`config.mk`:
```
export PLATFORM = sky130hd
export DESIGN_NAME = centered_running_min_max_core
export DESIGN_NICKNAME = d
export VERILOG_FILES = /design/src/rtl/crmm_pkg.sv /design/src/rtl/crmm_queue.sv /design/src/rtl/crmm_front.sv /design/src/rtl/crmm_back.sv /design/src/rtl/centered_running_min_max_core.sv
export SDC_FILE = /design/constraint.sdc
export NUM_CORES = 1
export LEC_CHECK = 0
export BUFFER_PORTS_ARGS = -buffer_cell sky130_fd_sc_hd__buf_2
export CORE_MARGIN = 8
export CORE_UTILIZATION = 54
export DETAILED_ROUTE_END_ITERATION = 10
export MAX_ROUTING_LAYER = met4
export PLACE_DENSITY = 0.72
export SYNTH_ARGS = -nofsm -noshare
export SYNTH_HDL_FRONTEND = slang
export SYNTH_SLANG_ARGS = --single-unit
```
`constraint.sdc`:
```
create_clock -name clk -period 10.6 [get_ports clk]
set_input_delay 2.12 -clock clk [delete_from_list [all_inputs] [get_ports clk]]
set_output_delay 2.12 -clock clk [all_outputs]
set_load 0.03 [all_outputs]
```
`src/rtl/crmm_pkg.sv`:
```
`timescale 1ns / 1ps

package crmm_pkg;

  // Width and reset value of the window length register.
  localparam int CFG_W = 7;
  localparam logic [CFG_W-1:0] WINDOW_LENGTH_RESET = 7'd3;

  // Job kinds passed from the front end to the scan engine.
  typedef enum logic {
    OP_WRITE,
    OP_SCAN
  } crmm_op_t;

endpackage

```
`src/rtl/crmm_queue.sv`:
```
`timescale 1ns / 1ps

module crmm_queue #(
  parameter int WIDTH = 32,
  parameter int DEPTH = 4
) (
  input  logic             clk,
  input  logic             rst,
  input  logic             push,
  input  logic [WIDTH-1:0] push_data,
  output logic             full,
  input  logic             pop,
  output logic [WIDTH-1:0] pop_data,
  output logic             empty
);

  localparam int PTR_W = (DEPTH > 1) ? $clog2(DEPTH) : 1;
  localparam int CNT_W = $clog2(DEPTH + 1);

  logic [WIDTH-1:0] slots [DEPTH];
  logic [PTR_W-1:0] wr_ptr;
  logic [PTR_W-1:0] rd_ptr;
  logic [CNT_W-1:0] fill;

  assign full     = (fill == CNT_W'(DEPTH));
  assign empty    = (fill == '0);
  assign pop_data = slots[rd_ptr];

  always_ff @(posedge clk) begin
    if (push) begin
      slots[wr_ptr] <= push_data;
    end
  end

  always_ff @(posedge clk) begin
    if (rst) begin
      wr_ptr <= '0;
      rd_ptr <= '0;
      fill   <= '0;
    end else begin
      if (push) begin
        wr_ptr <= (wr_ptr == PTR_W'(DEPTH - 1)) ? '0 : wr_ptr + 1'b1;
      end
      if (pop) begin
        rd_ptr <= (rd_ptr == PTR_W'(DEPTH - 1)) ? '0 : rd_ptr + 1'b1;
      end
      if (push && !pop) begin
        fill <= fill + 1'b1;
      end else if (pop && !push) begin
        fill <= fill - 1'b1;
      end
    end
  end

  a_no_overflow: assert property (@(posedge clk) disable iff (rst) full |-> !push)
    else $error("queue: push while full");

  a_no_underflow: assert property (@(posedge clk) disable iff (rst) empty |-> !pop)
    else $error("queue: pop while empty");

endmodule

```
`src/rtl/crmm_front.sv`:
```
`timescale 1ns / 1ps

module crmm_front import crmm_pkg::*; #(
  parameter int WINDOW_MAX  = 64,
  parameter int SAMPLE_BITS = 16,
  parameter int JOB_W       = 32
) (
  input  logic                          clk,
  input  logic                          rst,
  input  logic                          cfg_wr_en,
  input  logic [CFG_W-1:0]              cfg_wr_data,
  input  logic                          in_valid,
  output logic                          in_ready,
  input  logic signed [SAMPLE_BITS-1:0] sample,
  input  logic                          sample_missing,
  input  logic                          end_of_series,
  output logic                          q_push,
  output logic [JOB_W-1:0]              q_push_data,
  input  logic                          q_full
);

  localparam int SLOT_W = $clog2(WINDOW_MAX);
  localparam int CNT_W  = $clog2(WINDOW_MAX + 1);

  typedef struct packed {
    crmm_op_t                      op;
    logic [SLOT_W-1:0]             slot;
    logic [CNT_W-1:0]              len;
    logic                          last;
    logic                          missing;
    logic signed [SAMPLE_BITS-1:0] value;
  } job_t;

  typedef enum logic {
    F_IDLE,
    F_SCAN
  } state_t;

  state_t            state;
  logic [CFG_W-1:0]  window_length;
  logic [CNT_W-1:0]  samples_seen;
  logic [SLOT_W-1:0] write_slot;
  // per-item context
  logic [SLOT_W-1:0] newest;
  logic [CNT_W-1:0]  seen;
  logic [CNT_W-1:0]  span;
  logic [CNT_W-1:0]  half;
  logic              eos;
  logic [CNT_W-1:0]  t;

  logic              accept;
  logic [CNT_W-1:0]  span_eff;
  logic [CNT_W-1:0]  seen_next;
  logic [SLOT_W-1:0] slot_next;
  logic [CNT_W:0]    reach;
  logic [CNT_W-1:0]  span_left;
  logic [CNT_W-1:0]  scan_len;
  logic              emit;
  logic              final_step;
  job_t              job;

  assign in_ready = (state == F_IDLE) && !q_full;
  assign accept   = in_valid && in_ready;

  // length 0 acts as 1, anything above the store depth as the depth
  always_comb begin
    if (window_length == '0) begin
      span_eff = CNT_W'(1);
    end else if (int'(window_length) > WINDOW_MAX) begin
      span_eff = CNT_W'(WINDOW_MAX);
    end else begin
      span_eff = CNT_W'(window_length);
    end
  end

  assign seen_next = (samples_seen < CNT_W'(WINDOW_MAX)) ? samples_seen + 1'b1 : samples_seen;
  assign slot_next = (write_slot == SLOT_W'(WINDOW_MAX - 1)) ? '0 : write_slot + 1'b1;

  // step t covers position lag t; t = 0 is the regular result
  assign reach      = {1'b0, seen} + {1'b0, t};
  assign emit       = reach > {1'b0, half};
  assign span_left  = span - t;
  assign scan_len   = (span_left < seen) ? span_left : seen;
  assign final_step = !eos || (t == half);

  always_comb begin
    job = '0;
    if (state == F_IDLE) begin
      job.op      = OP_WRITE;
      job.slot    = write_slot;
      job.missing = sample_missing;
      job.value   = sample;
    end else begin
      job.op   = OP_SCAN;
      job.slot = newest;
      job.len  = scan_len;
      job.last = eos && (t == half);
    end
  end

  assign q_push      = accept || ((state == F_SCAN) && emit && !q_full);
  assign q_push_data = job;

  always_ff @(posedge clk) begin
    if (rst) begin
      state         <= F_IDLE;
      window_length <= WINDOW_LENGTH_RESET;
      samples_seen  <= '0;
      write_slot    <= '0;
    end else begin
      if (cfg_wr_en) begin
        window_length <= cfg_wr_data;
      end
      case (state)
        F_IDLE: begin
          if (accept) begin
            newest       <= write_slot;
            seen         <= seen_next;
            span         <= span_eff;
            half         <= span_eff >> 1;
            eos          <= end_of_series;
            t            <= '0;
            samples_seen <= end_of_series ? '0 : seen_next;
            write_slot   <= end_of_series ? '0 : slot_next;
            state        <= F_SCAN;
          end
        end
        F_SCAN: begin
          if (!emit || !q_full) begin
            if (final_step) begin
              state <= F_IDLE;
            end else begin
              t <= t + 1'b1;
            end
          end
        end
        default: state <= F_IDLE;
      endcase
    end
  end

  a_tail_bound: assert property (@(posedge clk) disable iff (rst)
    (state == F_SCAN) |-> (t <= half))
    else $error("front: tail step beyond half window");

  a_len_nonzero: assert property (@(posedge clk) disable iff (rst)
    (state == F_SCAN && emit) |-> (scan_len != '0))
    else $error("front: empty scan queued");

endmodule

```
`src/rtl/crmm_back.sv`:
```
`timescale 1ns / 1ps

module crmm_back import crmm_pkg::*; #(
  parameter int WINDOW_MAX  = 64,
  parameter int SAMPLE_BITS = 16,
  parameter int JOB_W       = 32
) (
  input  logic                          clk,
  input  logic                          rst,
  input  logic                          q_empty,
  input  logic [JOB_W-1:0]              q_pop_data,
  output logic                          q_pop,
  output logic                          out_valid,
  input  logic                          out_ready,
  output logic signed [SAMPLE_BITS-1:0] min_value,
  output logic                          min_missing,
  output logic signed [SAMPLE_BITS-1:0] max_value,
  output logic                          max_missing,
  output logic                          last_of_series
);

  localparam int SLOT_W = $clog2(WINDOW_MAX);
  localparam int CNT_W  = $clog2(WINDOW_MAX + 1);

  typedef struct packed {
    crmm_op_t                      op;
    logic [SLOT_W-1:0]             slot;
    logic [CNT_W-1:0]              len;
    logic                          last;
    logic                          missing;
    logic signed [SAMPLE_BITS-1:0] value;
  } job_t;

  typedef enum logic [1:0] {
    B_IDLE,
    B_READ,
    B_WAIT,
    B_DONE
  } state_t;

  job_t                          job;
  state_t                        state;
  logic [SAMPLE_BITS:0]          store [WINDOW_MAX];
  logic [SAMPLE_BITS:0]          rd_data;
  logic                          rd_valid;
  logic [SLOT_W-1:0]             rd_idx;
  logic [CNT_W-1:0]              remaining;
  logic                          scan_last;
  logic                          acc_any;
  logic signed [SAMPLE_BITS-1:0] acc_lo;
  logic signed [SAMPLE_BITS-1:0] acc_hi;
  logic signed [SAMPLE_BITS-1:0] rd_sample;
  logic                          rd_absent;

  assign job       = q_pop_data;
  assign q_pop     = (state == B_IDLE) && !q_empty;
  assign rd_sample = rd_data[SAMPLE_BITS-1:0];
  assign rd_absent = rd_data[SAMPLE_BITS];

  // sample store: bit SAMPLE_BITS marks a missing sample
  always_ff @(posedge clk) begin
    if (q_pop && job.op == OP_WRITE) begin
      store[job.slot] <= {job.missing, job.value};
    end
    rd_data <= store[rd_idx];
  end

  always_ff @(posedge clk) begin
    if (rst) begin
      state     <= B_IDLE;
      out_valid <= 1'b0;
      rd_valid  <= 1'b0;
    end else begin
      rd_valid <= (state == B_READ);
      // a result loaded in B_DONE takes over the register in the same edge
      if (out_valid && out_ready && state != B_DONE) begin
        out_valid <= 1'b0;
      end
      if (rd_valid && !rd_absent) begin
        if (!acc_any || rd_sample < acc_lo) acc_lo <= rd_sample;
        if (!acc_any || rd_sample > acc_hi) acc_hi <= rd_sample;
        acc_any <= 1'b1;
      end
      case (state)
        B_IDLE: begin
          if (!q_empty && job.op == OP_SCAN) begin
            rd_idx    <= job.slot;
            remaining <= job.len;
            scan_last <= job.last;
            acc_any   <= 1'b0;
            state     <= B_READ;
          end
        end
        B_READ: begin
          // walk backwards from the newest entry
          rd_idx    <= (rd_idx == '0) ? SLOT_W'(WINDOW_MAX - 1) : rd_idx - 1'b1;
          remaining <= remaining - 1'b1;
          if (remaining == CNT_W'(1)) begin
            state <= B_WAIT;
          end
        end
        B_WAIT: state <= B_DONE;
        B_DONE: begin
          if (!out_valid || out_ready) begin
            min_value      <= acc_any ? acc_lo : '0;
            max_value      <= acc_any ? acc_hi : '0;
            min_missing    <= !acc_any;
            max_missing    <= !acc_any;
            last_of_series <= scan_last;
            out_valid      <= 1'b1;
            state          <= B_IDLE;
          end
        end
        default: state <= B_IDLE;
      endcase
    end
  end

  a_read_count: assert property (@(posedge clk) disable iff (rst)
    (state == B_READ) |-> (remaining != '0))
    else $error("back: scan with no entries left");

  a_drained: assert property (@(posedge clk) disable iff (rst)
    (state == B_DONE) |-> !rd_valid)
    else $error("back: read data still in flight at result");

endmodule

```
`src/rtl/centered_running_min_max_core.sv`:
```
`timescale 1ns / 1ps

// Channel  Handshake                Word
// -------  -----------------------  ----------------------------------------------
// in       in_valid / in_ready      sample, sample_missing, end_of_series
// out      out_valid / out_ready    min_value, min_missing, max_value, max_missing,
//                                   last_of_series
// cfg      cfg_wr_en (no wait)      cfg_wr_data = window length
//
// Flow: the front end takes a word and queues a store write plus one scan job per
// result, one job a cycle while the job queue is not full. The scan engine reads the
// k entries of a scan one by one through the single read port of the sample store;
// the front end can take a new word while the scan engine still works on earlier
// jobs.
// Reset: synchronous, clears control only; the sample store holds old data and is
// only ever read at entries written in the current series. No clearing pass.
// Stalls: a full job queue stalls input; a held result stalls the scan engine, and the input once the queue fills.

module centered_running_min_max_core import crmm_pkg::*; #(
  parameter int WINDOW_MAX  = 64,
  parameter int SAMPLE_BITS = 16
) (
  input  logic                          clk,
  input  logic                          rst,
  input  logic                          cfg_wr_en,
  input  logic [CFG_W-1:0]              cfg_wr_data,
  input  logic                          in_valid,
  output logic                          in_ready,
  input  logic signed [SAMPLE_BITS-1:0] sample,
  input  logic                          sample_missing,
  input  logic                          end_of_series,
  output logic                          out_valid,
  input  logic                          out_ready,
  output logic signed [SAMPLE_BITS-1:0] min_value,
  output logic                          min_missing,
  output logic signed [SAMPLE_BITS-1:0] max_value,
  output logic                          max_missing,
  output logic                          last_of_series
);

  localparam int SLOT_W      = $clog2(WINDOW_MAX);
  localparam int CNT_W       = $clog2(WINDOW_MAX + 1);
  // job word: op, slot, length, last flag, missing flag, sample
  localparam int JOB_W       = 1 + SLOT_W + CNT_W + 1 + 1 + SAMPLE_BITS;
  localparam int QUEUE_DEPTH = 4;

  logic             q_push;
  logic [JOB_W-1:0] q_push_data;
  logic             q_full;
  logic             q_pop;
  logic [JOB_W-1:0] q_pop_data;
  logic             q_empty;

  // Front end: config register, series counters, splits each word into jobs.
  crmm_front #(
    .WINDOW_MAX  (WINDOW_MAX),
    .SAMPLE_BITS (SAMPLE_BITS),
    .JOB_W       (JOB_W)
  ) u_front (
    .clk            (clk),
    .rst            (rst),
    .cfg_wr_en      (cfg_wr_en),
    .cfg_wr_data    (cfg_wr_data),
    .in_valid       (in_valid),
    .in_ready       (in_ready),
    .sample         (sample),
    .sample_missing (sample_missing),
    .end_of_series  (end_of_series),
    .q_push         (q_push),
    .q_push_data    (q_push_data),
    .q_full         (q_full)
  );

  // Jobs are kept in order, so a store write always lands before the scans that
  // need it and after the scans that read the slot's older contents.
  crmm_queue #(
    .WIDTH (JOB_W),
    .DEPTH (QUEUE_DEPTH)
  ) u_queue (
    .clk       (clk),
    .rst       (rst),
    .push      (q_push),
    .push_data (q_push_data),
    .full      (q_full),
    .pop       (q_pop),
    .pop_data  (q_pop_data),
    .empty     (q_empty)
  );

  // Scan engine: owns the sample store, folds min/max, holds the output register.
  crmm_back #(
    .WINDOW_MAX  (WINDOW_MAX),
    .SAMPLE_BITS (SAMPLE_BITS),
    .JOB_W       (JOB_W)
  ) u_back (
    .clk            (clk),
    .rst            (rst),
    .q_empty        (q_empty),
    .q_pop_data     (q_pop_data),
    .q_pop          (q_pop),
    .out_valid      (out_valid),
    .out_ready      (out_ready),
    .min_value      (min_value),
    .min_missing    (min_missing),
    .max_value      (max_value),
    .max_missing    (max_missing),
    .last_of_series (last_of_series)
  );

endmodule
```
Yosys cells after proc, flatten, opt, wreduce, memory -nomap -nowiden --
Memories as Yosys holds them, arrays and structs flattened. A register that Yosys moved wholly into a read port is not among the register bits. Index checks and enable logic that the tools add are counted.
Storage, ports and cells: memories kept 2, logic and storage cells 151, input bits 30, RAM bits 1216, register bits after elaboration 141, output and inout bits 37
Memories:
- u_back.store | words 64, bits a word 17, rd ports 1, clocked after Yosys merged registers in 1, write ports 1, line crmm_back.sv:43 | logic [SAMPLE_BITS:0] store [WINDOW_MAX];
- u_queue.slots | words 4, bits a word 32, rd ports 1, clocked after Yosys merged registers in 1, write ports 1, line crmm_queue.sv:20 | logic [WIDTH-1:0] slots [DEPTH];
Cells by class: $lt $le $gt $ge 6, equal/unequal tests 16, muxes and demuxes 42, bitwise logic cells 3, reductions and logical operators 44, add/subtract/negate cells 11
Operator list (number):
- $mux W7 | 9
- $pmux W7 S2 | 2
- $mux W6 | 4
- $reduce_and A3 Y1 | 7
- $mux W17 | 1
- $gt A16 B16 Y1 | 1
- $lt A16 B16 Y1 | 1
- $add A7 B1 Y7 const B | 2
- $mux W2 | 7
- $logic_and A1 B1 Y1 | 13
- $mux W1 | 13
- $pmux W6 S2 | 1
- $ne A2 B2 Y1 const B | 5
- $logic_not A1 Y1 | 9
- $add A7 B7 Y8 | 1
- $eq A2 B2 Y1 const B | 4
- $gt A8 B6 Y1 | 1
- $mux W8 | 1
- $pmux W2 S4 | 1
- $eq A7 B1 Y1 const B | 1
- $eq A7 B6 Y1 | 1
- $gt A7 B7 Y1 const B | 1
- $logic_not A7 Y1 | 1
- $lt A7 B7 Y1 | 1
- 23 further kinds | 34

Logic depth before layout (Yosys ltp) --
depth after elaboration 9, gate-level depth with buffers 17, depth with buffers taken out 17

Cells and area by module --
From an unflattened synthesis, not the netlist that was laid out.
Unflattened totals: cell total of the unflattened synthesis 2631, area, all modules 54359.6 um^2
By module, submodules not included:
- crmm_back | area an instance 46037.9 um^2, cells an instance 2092, times used 1
- crmm_queue | area an instance 5098.6 um^2, cells an instance 211, times used 1
- crmm_front | area an instance 3223.1 um^2, cells an instance 328, times used 1

Worst setup path before layout --
Ideal clock, no wire load.
path kind input-to-reg, from input rst, to register u_back.last_of_series, enable pin, arrival time 4877 ps, stages 2, setup time 475 ps, path buffers 1, setup slack 5248 ps, path through clkbuf_1 nor3b_1
Between the ends: word-level cells in the longest chain between the ends 2
RTL lines:
- start, declared | line centered_running_min_max_core.sv:24 | input logic rst,
- $not A1 Y1 (no source line)
- $reduce_and A3 Y1 (no source line)
- end signal, assigned | line crmm_back.sv:109 | last_of_series <= scan_last;
- end, declared | line crmm_back.sv:19 | output logic last_of_series
Every way passes these cells. A chain may end at the register's enable or synchronous reset.

Worst setup path after layout --
from register u_front.t[0], to register u_queue.fill[2]
Between the ends: word-level cells in the longest chain between the ends 8, elaborated cells on any way between the ends 10
RTL lines:
- start, declared | line crmm_front.sv:49 | logic [CNT_W-1:0] t;
- start signal, assigned | line crmm_front.sv:133 | t <= t + 1'b1;
- $add A7 B7 Y8 * | line crmm_front.sv:80 | assign reach = {1'b0, seen} + {1'b0, t};
- $gt A8 B6 Y1 * | line crmm_front.sv:81 | assign emit = reach > {1'b0, half};
- $logic_and A1 B1 Y1 * (2 in series) | line crmm_front.sv:101 | assign q_push = accept || ((state == F_SCAN) && emit && !q_full);
- $logic_or A1 B1 Y1 * | line crmm_front.sv:101
- net q_push | line centered_running_min_max_core.sv:47 | logic q_push;
- $logic_not A1 Y1 | line crmm_queue.sv:49 | end else if (pop && !push) begin
- $logic_and A1 B1 Y1 | line crmm_queue.sv:49
- $reduce_bool A2 Y1 (no source line)
- end signal, assigned | line crmm_queue.sv:48 | fill <= fill + 1'b1;
- end signal, assigned | line crmm_queue.sv:50 | fill <= fill - 1'b1;
- end, declared | line crmm_queue.sv:23 | logic [CNT_W-1:0] fill;
Mark *: on every way through the listed nets, which the timed path passes. The rest lies on a longest branch.

==> out/results.ini <==
[global_route]
gr-total-overflow=0
grt_max_degree=154
antenna_found_initial=2
grt_pass1_vias=27340
grt_pass1_wl_um=182700
grt_usage=0.2299

[critical_path]
critical_path_arrival_ns=5.10
critPathKind=reg2reg
critPathCaptureType=register
ff2ff_setup_slack_ns=6.15
worst_ep_required_time_ns=11.25
start_kind=register
crit_fanout=7

[yosys]
synthArstFlopShare=0
ys_types=55
synth_top_cell_area_share=0.7346
ys.flop_type=edfxtp_1
syn_avg_cell_area_um2=20.66
synthTopCellsByArea=edfxtp_1 (73%), mux4_2 (14%), dfxtp_1 (1.9%), ha_1 (1.7%), nor2_1 (1.2%)
ys_ff_latch=1376
yosysTopAreaCell=edfxtp_1
ys_seq_area_frac=0.7535
synth_edf_count=1325
synthCells=2621
yosys_warnings=0
synth.net_count=2728
mappedNetlistArea_mm2=0.05416

[layout]
layout_common_cells=edfxtp_1 (1325), mux4_2 (347), nor2_1 (158), clkbuf_16 (141), buf_4 (94)
finalNonFillerCells=4211
mostFrequentLayoutCell=edfxtp_1
regArea_mm2=0.04081
syn2layout_area_growth_pct=12.47
fillers=6701
multi_input_area_mm2=0.01255
stdcell_area_mm2=0.06092
nets=2912
fin_util=0.6109
layout-drive-gt1-share=0.2490

[pwr]
switchingPower_mw=5.010
powerDensity_mw_per_mm2=271.2
finalPower_mw=16.52
p_int_mw=11.51
p_comb_frac=0.263
pwr-share-clk=0.297
max-vdd-ir-drop_mv=0.1740
swShare=0.3033
p_leak_nw=19.86
seq_power_share=0.440

[placement]
placed_area_mm2=0.05637
io_buffers=66
gp_congestion=0.8766
dpl.hpwl_um=71530
pre_cts_slack_ns=6.232
dp.cells=3963

[timing]
worst_pin_slew_ns=1.417
hold_viol=0
tns_ns=0
fin_hold_ws_ns=0.4721
period_needed_ns=4.455
maxSlewViolCount=0
fmax_mhz=224.5
grt_setup_unrepaired=false
max_slew_margin=0.05452
min_period_over_period=0.4202
worst_slack_ns=6.145
setup_violations=0
skew_ns=0.02993

[clocking]
cts_made_buffers=138
clockBufferDepth=3
clkTransAtPathRegs_ns=0.07
clk_latency_ns=0.74
cts_htree_levels=4
hold_buffers=0
post_cts_resized=0
root_buffer=clkbuf_16
postCtsSetupRepairBufs=0
cts_tree=done
cts_sinks=1376

[job]
drv_cap=0

[detailed_routing]
postRouteWirelength_um=124000
num_vias=26800
ant_nets=0
drtPass1Iterations=6
first_iter_violations=3010
drc=0
wire_per_inst_um=29.45
vias_per_cell=6.365

[run_status]
status=finished clean

[floorplanning]
die_y_um=332.7
design.die.area_mm2=0.1107
fp-row-count=116
coreArea_mm2=0.09971
start_util=0.5432
fp.dieW_um=332.7
io_pins=67

[worst_hold_path]
hp-class=reg2reg

-- registers in the layout, indices dropped and copies added (netlist names), 16 cells and up, named ones only --
register and flops:
u_back.acc_hi 16, u_back.acc_lo 16, u_back.max_value 16, u_back.min_value 16
u_back.rd_data 17, u_back.store 1088, u_queue.slots 128
-- kinds of logic (layout without fill, tap and decap cells) --
family | Yosys count | count (layout) | share of synthesized area
flip-flops | 1376 | 1376 | 0.7535
multiplexers | 392 | 392 | 0.1528
AND/OR/NAND/NOR | 346 | 346 | 0.02999
AO/OA/AOI/OAI | 202 | 202 | 0.02414
buffers and inverters | 191 | 482 | 0.01541
adder cells (fa/ha/maj) | 77 | 77 | 0.01820
XOR/XNOR | 37 | 37 | 0.005983
other | 0 | 1 | 0
-- Yosys cell counts, types with 3 or more instances --
cell type / instances
nor3_1: 17
mux2i_1: 37
o22ai_1: 24
a22oi_1: 13
nand2b_1: 13
o21a_1: 9
and2_1: 8
nor2b_1: 34
a21boi_0: 3
xor2_1: 17
o221ai_1: 13
and3_1: 5
fa_1: 3
nand3_1: 22
nand3b_1: 4
o21ai_0: 22
mux4_2: 347
nor4_1: 3
nor2_1: 167
mux2_2: 8
dfxtp_1: 51
nand2_1: 38
o31ai_1: 4
nor3b_1: 5
buf_1: 13
xnor2_1: 20
buf_6: 6
a21oi_1: 49
buf_2: 25
inv_1: 71
o21ai_1: 12
buf_4: 11
a211oi_1: 25
edfxtp_1: 1325
or3_1: 10
a21o_1: 13
nand4_1: 12
clkbuf_1: 65
ha_1: 74
-- worst max-delay path: stages, from the launching register on --
cell and delay [ns]:
edfxtp_1 0.52, ha_1 0.31, fa_1 0.43, a21o_1 0.20
a211oi_1 0.22, a21oi_1 0.08, ha_1 0.29, o21a_1 0.19
o22ai_1 0.13, a21oi_1 0.09, o32ai_1 0.64, nor2_1 0.19
ha_1 0.28, inv_1 0.07, fa_1 0.17, xor2_1 0.08
or3_1 0.32, a21oi_1 0.16
-- final timing paths --
path,to,from,cells past startpoint
max reg2reg,u_queue.fill[2]$_SDFFE_PP0P_,u_front.t[0]$_SDFFCE_PN0P_,17
min reg2reg,u_front.newest[4]$_DFFE_PP_,u_front.write_slot[4]$_SDFFE_PP0P_,0
min,u_front.newest[4]$_DFFE_PP_,u_front.write_slot[4]$_SDFFE_PP0P_,0
max,u_queue.fill[2]$_SDFFE_PP0P_,u_front.t[0]$_SDFFCE_PN0P_,17
-- power groups by stage --
stage,clock (mW),combinational (mW),sequential (mW)
floorplan,0,2.83,7.28
global placement,0,4.22,7.37
detailed placement,0,4.35,7.39
CTS,4.96,4.37,7.28
global route,5.16,4.61,7.29
finish,4.90,4.35,7.27
-- per-layer routing --
| layer | GRT usage | vias up | wire length [um] |
|---|---|---|---|
| met5 | - | - | 0 |
| met4 | 0.06685 | 0 | 3202 |
| met3 | 0.03925 | 207 | 10130 |
| met2 | 0.3719 | 1310 | 62180 |
| met1 | 0.3038 | 14170 | 48520 |
| li1 | - | 11120 | - |
-- cell type report --
type,instances,share of cell area
clock buffers,178,0.06070
repair buffers,164,0.01832
diodes,1,0.00004108
clock inverters,69,0.01386
inverters,71,0.004375
multi-input cells,1054,0.2061
flip-flops and latches,1376,0.6699
well taps,1298,0.02666
No activity file was read; power rests on OpenSTA's default activity.
